$ cat src/rtl/core/ssv_pkg.sv
package ssv_pkg;

    localparam int PHASE_BITS      = 32;
    localparam int SINE_INDEX_BITS = 10;

    localparam int EL_W  = 16;
    localparam int MA_W  = 21;
    localparam int MB_W  = 18;
    localparam int MP_W  = MA_W + MB_W;
    localparam int OFS_W = 40;
    localparam int CNT_W = 32;
    localparam int SE_W  = 17;
    localparam int Q_W   = 17;

    // phase increment: 20 x 16 bit product, scaled to the accumulator width
    localparam int INC_PROD_W = 36;
    localparam int INC_SHL    = (PHASE_BITS >= 32) ? PHASE_BITS - 32 : 0;
    localparam int INC_SHR    = (PHASE_BITS >= 32) ? 0 : 32 - PHASE_BITS;
    localparam int INC_W      = INC_PROD_W + INC_SHL;
    localparam int SUM_W      = INC_W + 1;

    localparam logic signed [OFS_W-1:0] OFS_MAX = {1'b0, {(OFS_W-1){1'b1}}};
    localparam logic signed [OFS_W-1:0] OFS_MIN = {1'b1, {(OFS_W-1){1'b0}}};

    localparam logic [Q_W-1:0]  ONE_Q16   = 17'd65536;
    localparam logic [Q_W-1:0]  SIN_C0    = 17'd307;
    localparam logic [Q_W-1:0]  SIN_C1    = 17'd5223;
    localparam logic [Q_W-1:0]  SIN_C2    = 17'd42334;
    localparam logic [Q_W-1:0]  SIN_C3    = 17'd102944;
    localparam logic [Q_W-1:0]  BRAKE_LIM = 17'd655;
    localparam logic [7:0]      SYNC_GAIN = 8'd116;
    localparam logic [SE_W-1:0] SYNC_SAT  = {SE_W{1'b1}};

    typedef enum logic [1:0] {
        MODE_SINE     = 2'd0,
        MODE_BRAKE    = 2'd1,
        MODE_RELEASED = 2'd2,
        MODE_PULSE    = 2'd3
    } t_mode;

    typedef enum logic [2:0] {
        CFG_RUN_MODE      = 3'd0,
        CFG_FREQ_STEP     = 3'd1,
        CFG_AMPLITUDE     = 3'd2,
        CFG_OFFSET_TARGET = 3'd3,
        CFG_OFFSET_RATE   = 3'd4,
        CFG_SYNC_PERIOD   = 3'd5
    } t_cfg_idx;

    typedef struct packed {
        t_mode              run_mode;
        logic [19:0]        freq_step;
        logic [15:0]        amplitude;
        logic signed [15:0] offset_target;
        logic [15:0]        offset_rate;
        logic [15:0]        sync_period;
    } t_cfg;

    typedef struct packed {
        logic signed [MA_W-1:0] a;
        logic signed [MB_W-1:0] b;
    } t_mul_req;

endpackage

$ cat src/rtl/core/sine_stepper_vibrator.sv
// M1, M2, OFS, then ADV, X2, R1-R4, SIN, AMP, CMP, SYNC, OUT in sine mode and a running
// single pulse; brake mode and an ended pulse run X2-SIN before ADV too; released skips
// to OUT. The input stalls until OUT loads the result, which waits on a stalled output.
// The single shared multiplier gives one product per cycle; every product of the tick
// goes through it. Reset (synchronous, active low) restores the register defaults, clears
// phase, offset, position, sync timer and pulse flag, and empties the result register.
module sine_stepper_vibrator (
    input  logic               i_clk,
    input  logic               i_rst_n,
    input  logic               i_cfg_we,
    input  logic [2:0]         i_cfg_idx,
    input  logic [19:0]        i_cfg_data,
    input  logic               i_in_valid,
    output logic               o_in_stall,
    input  logic [15:0]        i_elapsed_us,
    output logic               o_out_valid,
    input  logic               i_out_stall,
    output logic               o_driver_disabled,
    output logic               o_step_pulse,
    output logic               o_step_backward,
    output logic signed [31:0] o_position_count,
    output logic               o_sync_valid,
    output logic [7:0]         o_sync_level
);

    localparam int P   = ssv_pkg::PHASE_BITS;
    localparam int SIB = ssv_pkg::SINE_INDEX_BITS;

    typedef enum logic [14:0] {
        S_IDLE = 15'b000000000000001,
        S_M1   = 15'b000000000000010,
        S_M2   = 15'b000000000000100,
        S_OFS  = 15'b000000000001000,
        S_ADV  = 15'b000000000010000,
        S_X2   = 15'b000000000100000,
        S_R1   = 15'b000000001000000,
        S_R2   = 15'b000000010000000,
        S_R3   = 15'b000000100000000,
        S_R4   = 15'b000001000000000,
        S_SIN  = 15'b000010000000000,
        S_AMP  = 15'b000100000000000,
        S_CMP  = 15'b001000000000000,
        S_SYNC = 15'b010000000000000,
        S_OUT  = 15'b100000000000000
    } t_state;

    ssv_pkg::t_cfg     cfg;
    ssv_pkg::t_mul_req mul_req;
    logic signed [ssv_pkg::MP_W-1:0] r_prod;

    t_state r_state, n_state;

    logic [ssv_pkg::EL_W-1:0]         r_el;
    logic [ssv_pkg::INC_W-1:0]        r_inc;
    logic [P-1:0]                     r_phase;
    logic signed [ssv_pkg::OFS_W-1:0] r_ofs;
    logic [ssv_pkg::CNT_W-1:0]        r_cnt;
    logic [ssv_pkg::SE_W-1:0]         r_sel;
    logic                             r_pd;
    logic                             r_pass;
    logic [ssv_pkg::Q_W-1:0]          r_x2;
    logic signed [ssv_pkg::MB_W-1:0]  r_sin;
    logic                             r_dis, r_step, r_back, r_sv;
    logic [7:0]                       r_lvl;

    logic               r_out_valid, r_o_dis, r_o_step, r_o_back, r_o_sv;
    logic signed [31:0] r_o_pos;
    logic [7:0]         r_o_lvl;

    ssv_regs u_regs (
        .i_clk      (i_clk),
        .i_rst_n    (i_rst_n),
        .i_cfg_we   (i_cfg_we),
        .i_cfg_idx  (i_cfg_idx),
        .i_cfg_data (i_cfg_data),
        .o_cfg      (cfg)
    );

    ssv_mul u_mul (
        .i_clk  (i_clk),
        .i_req  (mul_req),
        .o_prod (r_prod)
    );

    // sine argument from the phase
    logic [SIB-1:0]          idx;
    logic [1:0]              quad;
    logic [SIB-3:0]          frac;
    logic [ssv_pkg::Q_W-1:0] x_base, x;
    logic [22:0]             prod_q;
    logic [ssv_pkg::Q_W-1:0] coef;
    logic [ssv_pkg::Q_W-1:0] s_mag;
    logic signed [ssv_pkg::MB_W-1:0] s_val;
    logic [ssv_pkg::Q_W-1:0] s_abs;

    always_comb begin
        idx    = r_phase[P-1 -: SIB];
        quad   = idx[SIB-1:SIB-2];
        frac   = idx[SIB-3:0];
        x_base = ssv_pkg::Q_W'({frac, 16'b0} >> (SIB - 2));
        x      = quad[0] ? ssv_pkg::ONE_Q16 - x_base : x_base;
        prod_q = r_prod[38:16];
        case (r_state)
            S_R2:    coef = ssv_pkg::SIN_C1 - prod_q[16:0];
            S_R3:    coef = ssv_pkg::SIN_C2 - prod_q[16:0];
            default: coef = ssv_pkg::SIN_C3 - prod_q[16:0];
        endcase
        s_mag = (prod_q > 23'(ssv_pkg::ONE_Q16)) ? ssv_pkg::ONE_Q16 : prod_q[16:0];
        s_val = quad[1] ? -$signed({1'b0, s_mag}) : $signed({1'b0, s_mag});
        s_abs = r_sin[17] ? ssv_pkg::Q_W'(-r_sin) : ssv_pkg::Q_W'(r_sin);
    end

    // shared multiplier operand select
    always_comb begin
        mul_req.a = '0;
        mul_req.b = '0;
        case (r_state)
            S_M1: begin
                mul_req.a = ssv_pkg::MA_W'(cfg.freq_step);
                mul_req.b = ssv_pkg::MB_W'(r_el);
            end
            S_M2: begin
                mul_req.a = ssv_pkg::MA_W'(cfg.offset_rate);
                mul_req.b = ssv_pkg::MB_W'(r_el);
            end
            S_X2: begin
                mul_req.a = ssv_pkg::MA_W'(x);
                mul_req.b = ssv_pkg::MB_W'(x);
            end
            S_R1: begin
                mul_req.a = ssv_pkg::MA_W'(ssv_pkg::SIN_C0);
                mul_req.b = ssv_pkg::MB_W'(prod_q[16:0]);
            end
            S_R2, S_R3: begin
                mul_req.a = ssv_pkg::MA_W'(coef);
                mul_req.b = ssv_pkg::MB_W'(r_x2);
            end
            S_R4: begin
                mul_req.a = ssv_pkg::MA_W'(coef);
                mul_req.b = ssv_pkg::MB_W'(x);
            end
            S_AMP: begin
                mul_req.a = ssv_pkg::MA_W'(cfg.amplitude);
                mul_req.b = r_sin;
            end
            S_CMP: begin
                mul_req.a = ssv_pkg::MA_W'(ssv_pkg::SYNC_GAIN);
                mul_req.b = r_sin;
            end
            default: ;
        endcase
    end

    // offset slew and sync timer
    logic signed [41:0] ofs_e, dx_e, tgt_e, ofs_sum;
    logic               ofs_up, ofs_dn;
    logic signed [ssv_pkg::OFS_W-1:0] n_ofs;
    logic [ssv_pkg::SE_W:0]           se_sum;
    logic [ssv_pkg::SE_W-1:0]         n_sel;

    always_comb begin
        ofs_e   = 42'(r_ofs);
        dx_e    = $signed({10'b0, r_prod[31:0]});
        tgt_e   = $signed({{10{cfg.offset_target[15]}}, cfg.offset_target, 16'b0});
        ofs_up  = ofs_e < tgt_e;
        ofs_dn  = ofs_e >= tgt_e + dx_e;
        ofs_sum = ofs_up ? ofs_e + dx_e : ofs_e - dx_e;
        if (!ofs_up && !ofs_dn) begin
            n_ofs = r_ofs;
        end else if (ofs_sum > 42'(ssv_pkg::OFS_MAX)) begin
            n_ofs = ssv_pkg::OFS_MAX;
        end else if (ofs_sum < 42'(ssv_pkg::OFS_MIN)) begin
            n_ofs = ssv_pkg::OFS_MIN;
        end else begin
            n_ofs = ofs_sum[ssv_pkg::OFS_W-1:0];
        end
        se_sum = {1'b0, r_sel} + (ssv_pkg::SE_W + 1)'(r_el);
        n_sel  = se_sum[ssv_pkg::SE_W] ? ssv_pkg::SYNC_SAT : se_sum[ssv_pkg::SE_W-1:0];
    end

    // phase advance, step decision, sync level
    logic [ssv_pkg::INC_W-1:0] n_inc;
    logic [ssv_pkg::SUM_W-1:0] ph_sum;
    logic                      wrapped, adv, need_brake;
    logic signed [48:0]        tgt49, pos49;
    logic                      fwd, bwd;
    logic signed [ssv_pkg::MP_W-1:0] lvl_sum;
    logic                      out_free;

    always_comb begin
        n_inc = (ssv_pkg::INC_W'(r_prod[ssv_pkg::INC_PROD_W-1:0]) << ssv_pkg::INC_SHL)
                >> ssv_pkg::INC_SHR;
        ph_sum  = ssv_pkg::SUM_W'(r_phase) + ssv_pkg::SUM_W'(r_inc);
        wrapped = |ph_sum[ssv_pkg::SUM_W-1:P];
        need_brake = (cfg.run_mode == ssv_pkg::MODE_BRAKE)
                  || (cfg.run_mode == ssv_pkg::MODE_PULSE && r_pd);
        adv = !need_brake || (s_abs > ssv_pkg::BRAKE_LIM);
        tgt49   = 49'(r_prod) + 49'(r_ofs);
        pos49   = 49'($signed({r_cnt, 16'b0}));
        fwd     = pos49 < tgt49;
        bwd     = pos49 > tgt49 + 49'sd65536;
        lvl_sum = r_prod + 39'sd8388608;
        out_free = !r_out_valid || !i_out_stall;
    end

    always_comb begin
        n_state = r_state;
        case (r_state)
            S_IDLE: if (i_in_valid) n_state = S_M1;
            S_M1:   n_state = S_M2;
            S_M2:   n_state = S_OFS;
            S_OFS: begin
                if (cfg.run_mode == ssv_pkg::MODE_RELEASED) n_state = S_OUT;
                else if (need_brake)                        n_state = S_X2;
                else                                        n_state = S_ADV;
            end
            S_ADV:  n_state = S_X2;
            S_X2:   n_state = S_R1;
            S_R1:   n_state = S_R2;
            S_R2:   n_state = S_R3;
            S_R3:   n_state = S_R4;
            S_R4:   n_state = S_SIN;
            S_SIN:  n_state = r_pass ? S_AMP : S_ADV;
            S_AMP:  n_state = S_CMP;
            S_CMP:  n_state = S_SYNC;
            S_SYNC: n_state = S_OUT;
            S_OUT:  if (out_free) n_state = S_IDLE;
            default: n_state = S_IDLE;
        endcase
    end

    always_ff @(posedge i_clk) begin
        if (!i_rst_n) begin
            r_state <= S_IDLE;
            r_phase <= '0;
            r_ofs   <= '0;
            r_cnt   <= '0;
            r_sel   <= '0;
            r_pd    <= 1'b0;
            r_pass  <= 1'b0;
        end else begin
            r_state <= n_state;
            if (i_cfg_we && ssv_pkg::t_cfg_idx'(i_cfg_idx) == ssv_pkg::CFG_RUN_MODE) begin
                r_pd <= 1'b0;
            end
            case (r_state)
                S_OFS: begin
                    r_ofs  <= n_ofs;
                    r_sel  <= n_sel;
                    r_pass <= !need_brake;
                end
                S_ADV: begin
                    r_pass <= 1'b1;
                    if (adv) begin
                        r_phase <= ph_sum[P-1:0];
                        if (cfg.run_mode == ssv_pkg::MODE_PULSE && !r_pd && wrapped) begin
                            r_pd <= 1'b1;
                        end
                    end
                end
                S_CMP: begin
                    if (fwd)      r_cnt <= r_cnt + 1'b1;
                    else if (bwd) r_cnt <= r_cnt - 1'b1;
                end
                S_SYNC: if (r_sv) r_sel <= '0;
                default: ;
            endcase
        end
    end

    // payload registers of the sequencer
    always_ff @(posedge i_clk) begin
        case (r_state)
            S_IDLE: r_el <= i_elapsed_us;
            S_M2:   r_inc <= n_inc;
            S_OFS: begin
                r_dis  <= (cfg.run_mode == ssv_pkg::MODE_RELEASED);
                r_step <= 1'b0;
                r_back <= 1'b0;
                r_sv   <= 1'b0;
                r_lvl  <= '0;
            end
            S_R1:  r_x2 <= prod_q[16:0];
            S_SIN: r_sin <= s_val;
            S_CMP: begin
                r_step <= fwd || bwd;
                r_back <= !fwd && bwd;
                r_sv   <= r_sel > {1'b0, cfg.sync_period};
            end
            S_SYNC: r_lvl <= r_sv ? lvl_sum[23:16] : 8'd0;
            default: ;
        endcase
    end

    // result register: hold until taken
    always_ff @(posedge i_clk) begin
        if (!i_rst_n) begin
            r_out_valid <= 1'b0;
        end else if (r_state == S_OUT && out_free) begin
            r_out_valid <= 1'b1;
        end else if (!i_out_stall) begin
            r_out_valid <= 1'b0;
        end
    end

    always_ff @(posedge i_clk) begin
        if (r_state == S_OUT && out_free) begin
            r_o_dis  <= r_dis;
            r_o_step <= r_step;
            r_o_back <= r_back;
            r_o_pos  <= $signed(r_cnt);
            r_o_sv   <= r_sv;
            r_o_lvl  <= r_lvl;
        end
    end

    assign o_in_stall        = (r_state != S_IDLE);
    assign o_out_valid       = r_out_valid;
    assign o_driver_disabled = r_o_dis;
    assign o_step_pulse      = r_o_step;
    assign o_step_backward   = r_o_back;
    assign o_position_count  = r_o_pos;
    assign o_sync_valid      = r_o_sv;
    assign o_sync_level      = r_o_lvl;

    a_back_needs_step: assert property (@(posedge i_clk) disable iff (!i_rst_n)
        o_out_valid && o_step_backward |-> o_step_pulse)
        else $error("backward direction without a step");

    a_released_quiet: assert property (@(posedge i_clk) disable iff (!i_rst_n)
        o_out_valid && o_driver_disabled |-> !o_step_pulse && !o_sync_valid)
        else $error("step or sync while released");

    a_no_sync_zero: assert property (@(posedge i_clk) disable iff (!i_rst_n)
        o_out_valid && !o_sync_valid |-> o_sync_level == 8'd0)
        else $error("sync level nonzero without sync");

    a_busy_after_accept: assert property (@(posedge i_clk) disable iff (!i_rst_n)
        i_in_valid && !o_in_stall |=> o_in_stall)
        else $error("ready again right after accepting an item");

endmodule

$ cat src/rtl/core/ssv_regs.sv
module ssv_regs (
    input  logic          i_clk,
    input  logic          i_rst_n,
    input  logic          i_cfg_we,
    input  logic [2:0]    i_cfg_idx,
    input  logic [19:0]   i_cfg_data,
    output ssv_pkg::t_cfg o_cfg
);

    ssv_pkg::t_cfg r_cfg;

    always_ff @(posedge i_clk) begin
        if (!i_rst_n) begin
            r_cfg.run_mode      <= ssv_pkg::MODE_RELEASED;
            r_cfg.freq_step     <= 20'd4295;
            r_cfg.amplitude     <= 16'd204;
            r_cfg.offset_target <= 16'sd0;
            r_cfg.offset_rate   <= 16'd267;
            r_cfg.sync_period   <= 16'd500;
        end else if (i_cfg_we) begin
            case (ssv_pkg::t_cfg_idx'(i_cfg_idx))
                ssv_pkg::CFG_RUN_MODE:      r_cfg.run_mode <= ssv_pkg::t_mode'(i_cfg_data[1:0]);
                ssv_pkg::CFG_FREQ_STEP:     r_cfg.freq_step <= i_cfg_data;
                ssv_pkg::CFG_AMPLITUDE:     r_cfg.amplitude <= i_cfg_data[15:0];
                ssv_pkg::CFG_OFFSET_TARGET: r_cfg.offset_target <= $signed(i_cfg_data[15:0]);
                ssv_pkg::CFG_OFFSET_RATE:   r_cfg.offset_rate <= i_cfg_data[15:0];
                ssv_pkg::CFG_SYNC_PERIOD:   r_cfg.sync_period <= i_cfg_data[15:0];
                default: ;
            endcase
        end
    end

    assign o_cfg = r_cfg;

endmodule

$ cat src/rtl/core/ssv_mul.sv
module ssv_mul (
    input  logic                              i_clk,
    input  ssv_pkg::t_mul_req                 i_req,
    output logic signed [ssv_pkg::MP_W-1:0]   o_prod
);

    logic signed [ssv_pkg::MP_W-1:0] r_prod;

    always_ff @(posedge i_clk) begin
        r_prod <= ssv_pkg::MP_W'(i_req.a) * ssv_pkg::MP_W'(i_req.b);
    end

    assign o_prod = r_prod;

endmodule

$ cat config.mk
export PLATFORM = sky130hd
export DESIGN_NAME = sine_stepper_vibrator
export DESIGN_NICKNAME = d
export VERILOG_FILES = /design/src/rtl/core/ssv_pkg.sv /design/src/rtl/core/sine_stepper_vibrator.sv /design/src/rtl/core/ssv_regs.sv /design/src/rtl/core/ssv_mul.sv
export SDC_FILE = /design/constraint.sdc
export NUM_CORES = 2
export LEC_CHECK = 0
export ABC_AREA = 1
export BUFFER_PORTS_ARGS = -buffer_cell sky130_fd_sc_hd__buf_2
export CORE_MARGIN = 8
export CORE_UTILIZATION = 35
export CTS_BUF_LIST = sky130_fd_sc_hd__clkbuf_2
export DETAILED_ROUTE_END_ITERATION = 6
export GPL_TIMING_DRIVEN = 0
export SKIP_LAST_GASP = 1
export SLEW_MARGIN = 40
export SYNTH_ARGS = -nofsm -noshare
export SYNTH_HDL_FRONTEND = slang
export SYNTH_SLANG_ARGS = --single-unit
$ cat constraint.sdc
create_clock -name i_clk -period 18 [get_ports i_clk]
set_clock_uncertainty 0.05 [all_clocks]
set_input_delay 3.6 -clock i_clk [delete_from_list [all_inputs] [get_ports i_clk]]
set_output_delay 3.6 -clock i_clk [all_outputs]
set_load 0.005 [all_outputs]
== After elaboration in Yosys (flattened, before gate mapping) ==
Cells that the tools add are included.

* Register bits: 407
* Output and inout port bits: 46

* Add/sub/neg operators: 16
* $mul: 1
* Magnitude comparators: 9
* Eq/ne operators: 28
* Muxes and demuxes: 32
* Bitwise logic cells: 1
* Reductions and logical operators: 36

{| class="wikitable"
|+ Operator list
! operator !! number
|-
| one-hot mux 38 bit (8 select lines) || 1
|-
| one-hot mux 15 bit (15 select lines) || 1
|-
| two-way mux 17 bit || 6
|-
| two-way mux 40 bit || 2
|-
| one-hot mux 17 bit (2 select lines) || 2
|-
| two-way mux 32 bit || 2
|-
| > comparator 48 x 42 -> 1 bit || 1
|-
| less-than comparator 48 x 41 -> 1 bit || 1
|-
| two-way mux 15 bit || 3
|-
| adder 41 x 18 -> 42 bit (second input constant) || 1
|-
| > comparator 42 x 40 -> 1 bit (second input constant) || 1
|-
| less-than comparator 42 x 40 -> 1 bit (second input constant) || 1
|-
| two-way mux 42 bit || 1
|-
| adder 39 x 40 -> 41 bit || 1
|-
| adder 40 x 33 -> 41 bit || 1
|-
| subtractor 40 x 33 -> 41 bit || 1
|-
| >= comparator 40 x 34 -> 1 bit || 1
|-
| less-than comparator 40 x 32 -> 1 bit || 1
|-
| multiplier 21 x 18 -> 39 bit || 1
|-
| adder 32 x 36 -> 37 bit || 1
|-
| adder 32 x 33 -> 34 bit || 1
|-
| adder 32 x 1 -> 32 bit (second input constant) || 1
|-
| subtractor 32 x 1 -> 32 bit (second input constant) || 1
|-
| adder 24 bit (second input constant) || 1
|-
| other kinds (48) || 89
|}

== Longest topological paths before layout ==
* Depth after elaboration: 7
* Depth in mapped cells: 44
* Depth with buffers taken out: 44

== Modules after synthesis ==
From an unflattened synthesis, not the netlist that was laid out.

* Cells, all modules: 6,063
* Area, all modules: 44,731.7 um2

{| class="wikitable"
|+ By module, submodules not included
! module !! times used !! cells an instance !! area each (um2) !! seq. area each (um2)
|-
| sine_stepper_vibrator || 1 || 3,554 || 25,702.2 || 7,076.8
|-
| ssv_mul || 1 || 2,026 || 15,613.7 || 780.7
|-
| ssv_regs || 1 || 483 || 3,415.8 || 1,721.7
|}

== Least setup slack after synthesis ==
No wires, ideal clock.

* Path kind: register to register
* Start point: register r_state[0]
* End point: register u_mul.r_prod, in the netlist u_mul.o_prod[27]
* Library setup time: 0.120 ns
* Arrival: 7.920 ns
* Setup slack: 9.910 ns
* Stages on the path, launching flop included: 39
* Cell sequence: dfxtp_1 nor2_1 inv_1 nor2_2 nand2_2 nor3_2 ha_1 a21oi_1 o21ai_0 nor2_1 o21ai_0 a21oi_1 o21ai_0 nand2_1 o21ai_0 or2_2 nand3_1 nand2_1 [3 not listed] inv_1 fa_1 fa_1 inv_1 fa_1 fa_1 inv_1 fa_1 inv_1 ha_1 a21oi_1 o21ai_0 a21o_2 a21boi_0 o21ai_0 nand2_1 nand2_1 xor2_1

* Longest elaborated chain between the ends: 4
* Elaborated cells on any way between the ends: 13

{| class="wikitable"
|+ Ends and longest elaborated chain
! what !! RTL line !! source
|-
| from (decl) || sine_stepper_vibrator.sv:51 || <nowiki>t_state r_state, n_state;</nowiki>
|-
| from (signal assigned) || sine_stepper_vibrator.sv:242 || <nowiki>r_state <= n_state;</nowiki>
|-
| == test 15 x 9 -> 1 bit or == test 15 x 8 -> 1 bit (tied branches) || sine_stepper_vibrator.sv:103, sine_stepper_vibrator.sv:117 ||
|-
| one-hot mux 17 bit (2 select lines) or OR reduction 2 bit (tied branches) || sine_stepper_vibrator.sv:103, sine_stepper_vibrator.sv:117 ||
|-
| one-hot mux 38 bit (8 select lines) (*) || sine_stepper_vibrator.sv:117 || <nowiki>case (r_state)</nowiki>
|-
| multiplier 21 x 18 -> 39 bit (*) || ssv_mul.sv:10 || <nowiki>r_prod <= ssv_pkg::MP_W'(i_req.a) * ssv_pkg::MP_W'(i_req.b);</nowiki>
|-
| to (signal assigned) || ssv_mul.sv:10 ||
|-
| to (decl) || ssv_mul.sv:7 || <nowiki>logic signed [ssv_pkg::MP_W-1:0] r_prod;</nowiki>
|}

Every way passes the cells marked *; elsewhere a longest branch is shown, timed or not.
A chain may end at the register's enable or synchronous reset.

== Worst setup path in the final report ==
* Start point: register r_state[0]
* End point: register u_mul.r_prod, in the netlist u_mul.o_prod[30]

The elaborated chain is that of the path after synthesis.

==> results.toml <==
[final_layout]
layout-area-overhead-vs-synth_pct = 8.84
drive_above_1_share_pct = 8.20
seq_area_um2 = 9590
final_area_um2 = 46900
finish.net_count = 6714
n_fill_cell = 12900
multiInputGateArea_um2 = 29400

[drt]
drc = 0
via_per_inst = 5.23
wl_per_cell_um = 20.3
first_iter_violations = 3334
vias = 39900
ant_nets = 0
wl_um = 155000
firstDrtPassIters = 6

[cts]
cts_buffer_depth = 3
cts_tree = "done"
cts_buffers = 109
clk_pin_slew_ns = 0.11
cts_setup_buffers = 0
hold_buffers = 0
clk_latency_ns = 1.29
ctsResizeCount = 0
htree_num_levels = 3
cts_root_buf = "clkbuf_2"
clock-sinks = 407

[sta]
slew_headroom_pct = 38.5
setup_viol = 0
fmax_mhz = 97.2
period_needed_ns = 10.29
fin_setup_tns_ns = 0
setup_ws_ns = 7.71
hold_viol_final = 0
final-max-slew-violation-count = 0
whs_ns = 0.376
fin_crit_sh_pct = 57.2
tightestPinTransition_ns = 0.912
rsz0062_at_grt = "no"

[run]
max_cap_violations = 0

[critical_path]
path_buf_inv = 9
critPathRequiredTime_ns = 19.08
timing.critical_path.mode_cell = "inv_1"
cp-startpoint = "r_state[0]"
slowest_delay_ns = 0.61
r2r-end = "u_mul.o_prod[30]"
startpoint_type = "flip-flop"
cp_max_fo = 11
critPathArrivalTime_ns = 11.37
critPathKind = "reg -> reg"
crit_family = "adder cells"
cp-end-kind = "flip-flop"
cp_slowest_cell = "nor3_4"
regToRegSetupSlack_ns = 7.71
worstReg2RegStart = "r_state[0]"
reg2regPathDepth = 40

[placement]
placed_area_um2 = 45800
portBuffers = 89
dpl.hpwl_um = 128000
pre_cts_slack_ns = 7.97
gp_congestion = 0.991

[power_and_ir_drop]
power.leakage_uw = 0.0228
ir_worst_vdd_uv = 63.5
power.density_nw_per_um2 = 67.9

[floorplanning]
die_area_um2 = 134000
dieWidth_um = 367
floorplan.rows = 128
io_pins = 90
die_h_um = 367
start_util_pct = 35.3
core-area_um2 = 122000

[global_routing]
grt_overflow = 0
grt_max_degree = 46
grt_use_total_pct = 22.1
grt_antenna_before_repair = 6
first_global_vias = 39500
grt_pass1_wl_um = 233000

[synthesis]
ys_warn_count = 0
ys_types = 81
synth_edf_count = 143
synthFlopType = "dfxtp_1"
synthArstFlopShare_pct = 0
ys_ff_latch = 407
postSynthAreaPerCell_um2 = 7.56
synthesis.area_um2 = 43100
synth_seq_area_share_pct = 22.2
netlist_instances = 5694

[worst_hold_path]
worstHoldPathType = "reg -> reg"
min_to = "o_step_pulse"
min_from = "r_step"
whs_path_depth = 0

[run_status]
status = "complete, no violations"
cell usage after synthesis, drive strengths merged (66+ instances only):
library cell  number  share of area, %
nand2           1057               9.4
inv              938               8.2
nor2             605               5.4
a21oi            529               6.2
ha               469                14
o21ai            392               4.6
fa               295                14
dfxtp            264                12
xor2             179               3.7
nand3            178               2.2
edfxtp           143                10
xnor2             98               2.0
nor3              72              0.96
buf               66               1.0
registers in the layout, summed over array words and instances (netlist names), 18 cells and up:
signal,cells
u_regs.o_cfg,86
r_ofs,40
u_mul.o_prod,39
r_inc,36
o_position_count,32
r_cnt,32
r_phase,32
r_sin,18
through the flow:
step                      util, %  total power, uW  instances
after floorplan                 -             2030       5695
after global placement       37.4             2450       7409
after detailed placement     37.6             2480       7420
after CTS                    38.4             3180       7627
after global routing         38.4             3390       7630
final                        38.4             3180       7630
worst max path at each step:
stage,endpoint,slack (ns),cells after the start
2_1_floorplan,u_mul.o_prod[27],9.91,38
3_3_place_gp,u_mul.o_prod[34],7.67,41
3_5_place_dp,u_mul.o_prod[30],7.97,41
4_1_cts,u_mul.o_prod[30],7.81,41
5_1_grt,u_mul.o_prod[30],7.15,41
6_report,u_mul.o_prod[30],7.71,40
where the power goes:
part | leakage, uW | switching (uW) | internal (uW) | total, uW
Combinational | 0.0187 | 956 | 432 | 1390
Clock | 0.000769 | 445 | 248 | 693
Sequential | 0.00330 | 74.7 | 1030 | 1100
Total | 0.0228 | 1480 | 1710 | 3180
cells in the final DEF, fill, tap and decap left out, types with 63 or more instances in the layout:
cell	instances
a21oi_1	524
buf_2	137
clkbuf_2	156
dfxtp_1	258
edfxtp_1	143
fa_1	295
ha_1	469
inv_1	909
nand2_1	1036
nand3_1	168
nor2_1	585
nor3_1	63
o21ai_0	377
xnor2_1	97
xor2_1	175
per-layer routing:
layer / GRT usage, % / wire length [um] / up-vias
met1: 29.2 / 67400 / 19100
met3: 4.36 / 11600 / 300
li1: - / - / 19100
met5: 0 / 13 / -
met4: 7.74 / 5380 / 2
met2: 35.9 / 70400 / 1351
kinds of logic after synthesis:
kind of cell,count (synthesis),share of synthesized area (%)
other cells,2,0.0174
simple gates,2032,19.9
fa+ha+maj,764,27.3
compound gates,1146,15.0
xor+xnor,277,5.70
buf+inv,1066,9.74
flops,407,22.2
final cells by class:
cell class | count | area share [%]
Multi-Input combinational cell | 4222 | 62.8
Buffer | 119 | 1.35
Timing Repair Buffer | 100 | 1.20
Inverter | 947 | 7.61
Clock buffer | 155 | 1.66
Antenna cell | 3 | 0.0160
Clock inverter | 52 | 0.555
Sequential cell | 407 | 20.5
Tap cell | 1625 | 4.34
worst reg2reg max path, delay by kind of cell (launching register included):
family	cells	cell delay, ns
AO/OA/AOI/OAI	9	2.18
flip-flops	1	0.37
buffers and inverters	9	1.19
AND/OR/NAND/NOR	13	2.51
adder cells (fa/ha/maj)	8	3.56
XOR/XNOR	1	0.26
(Power assumes the default switching activity.)
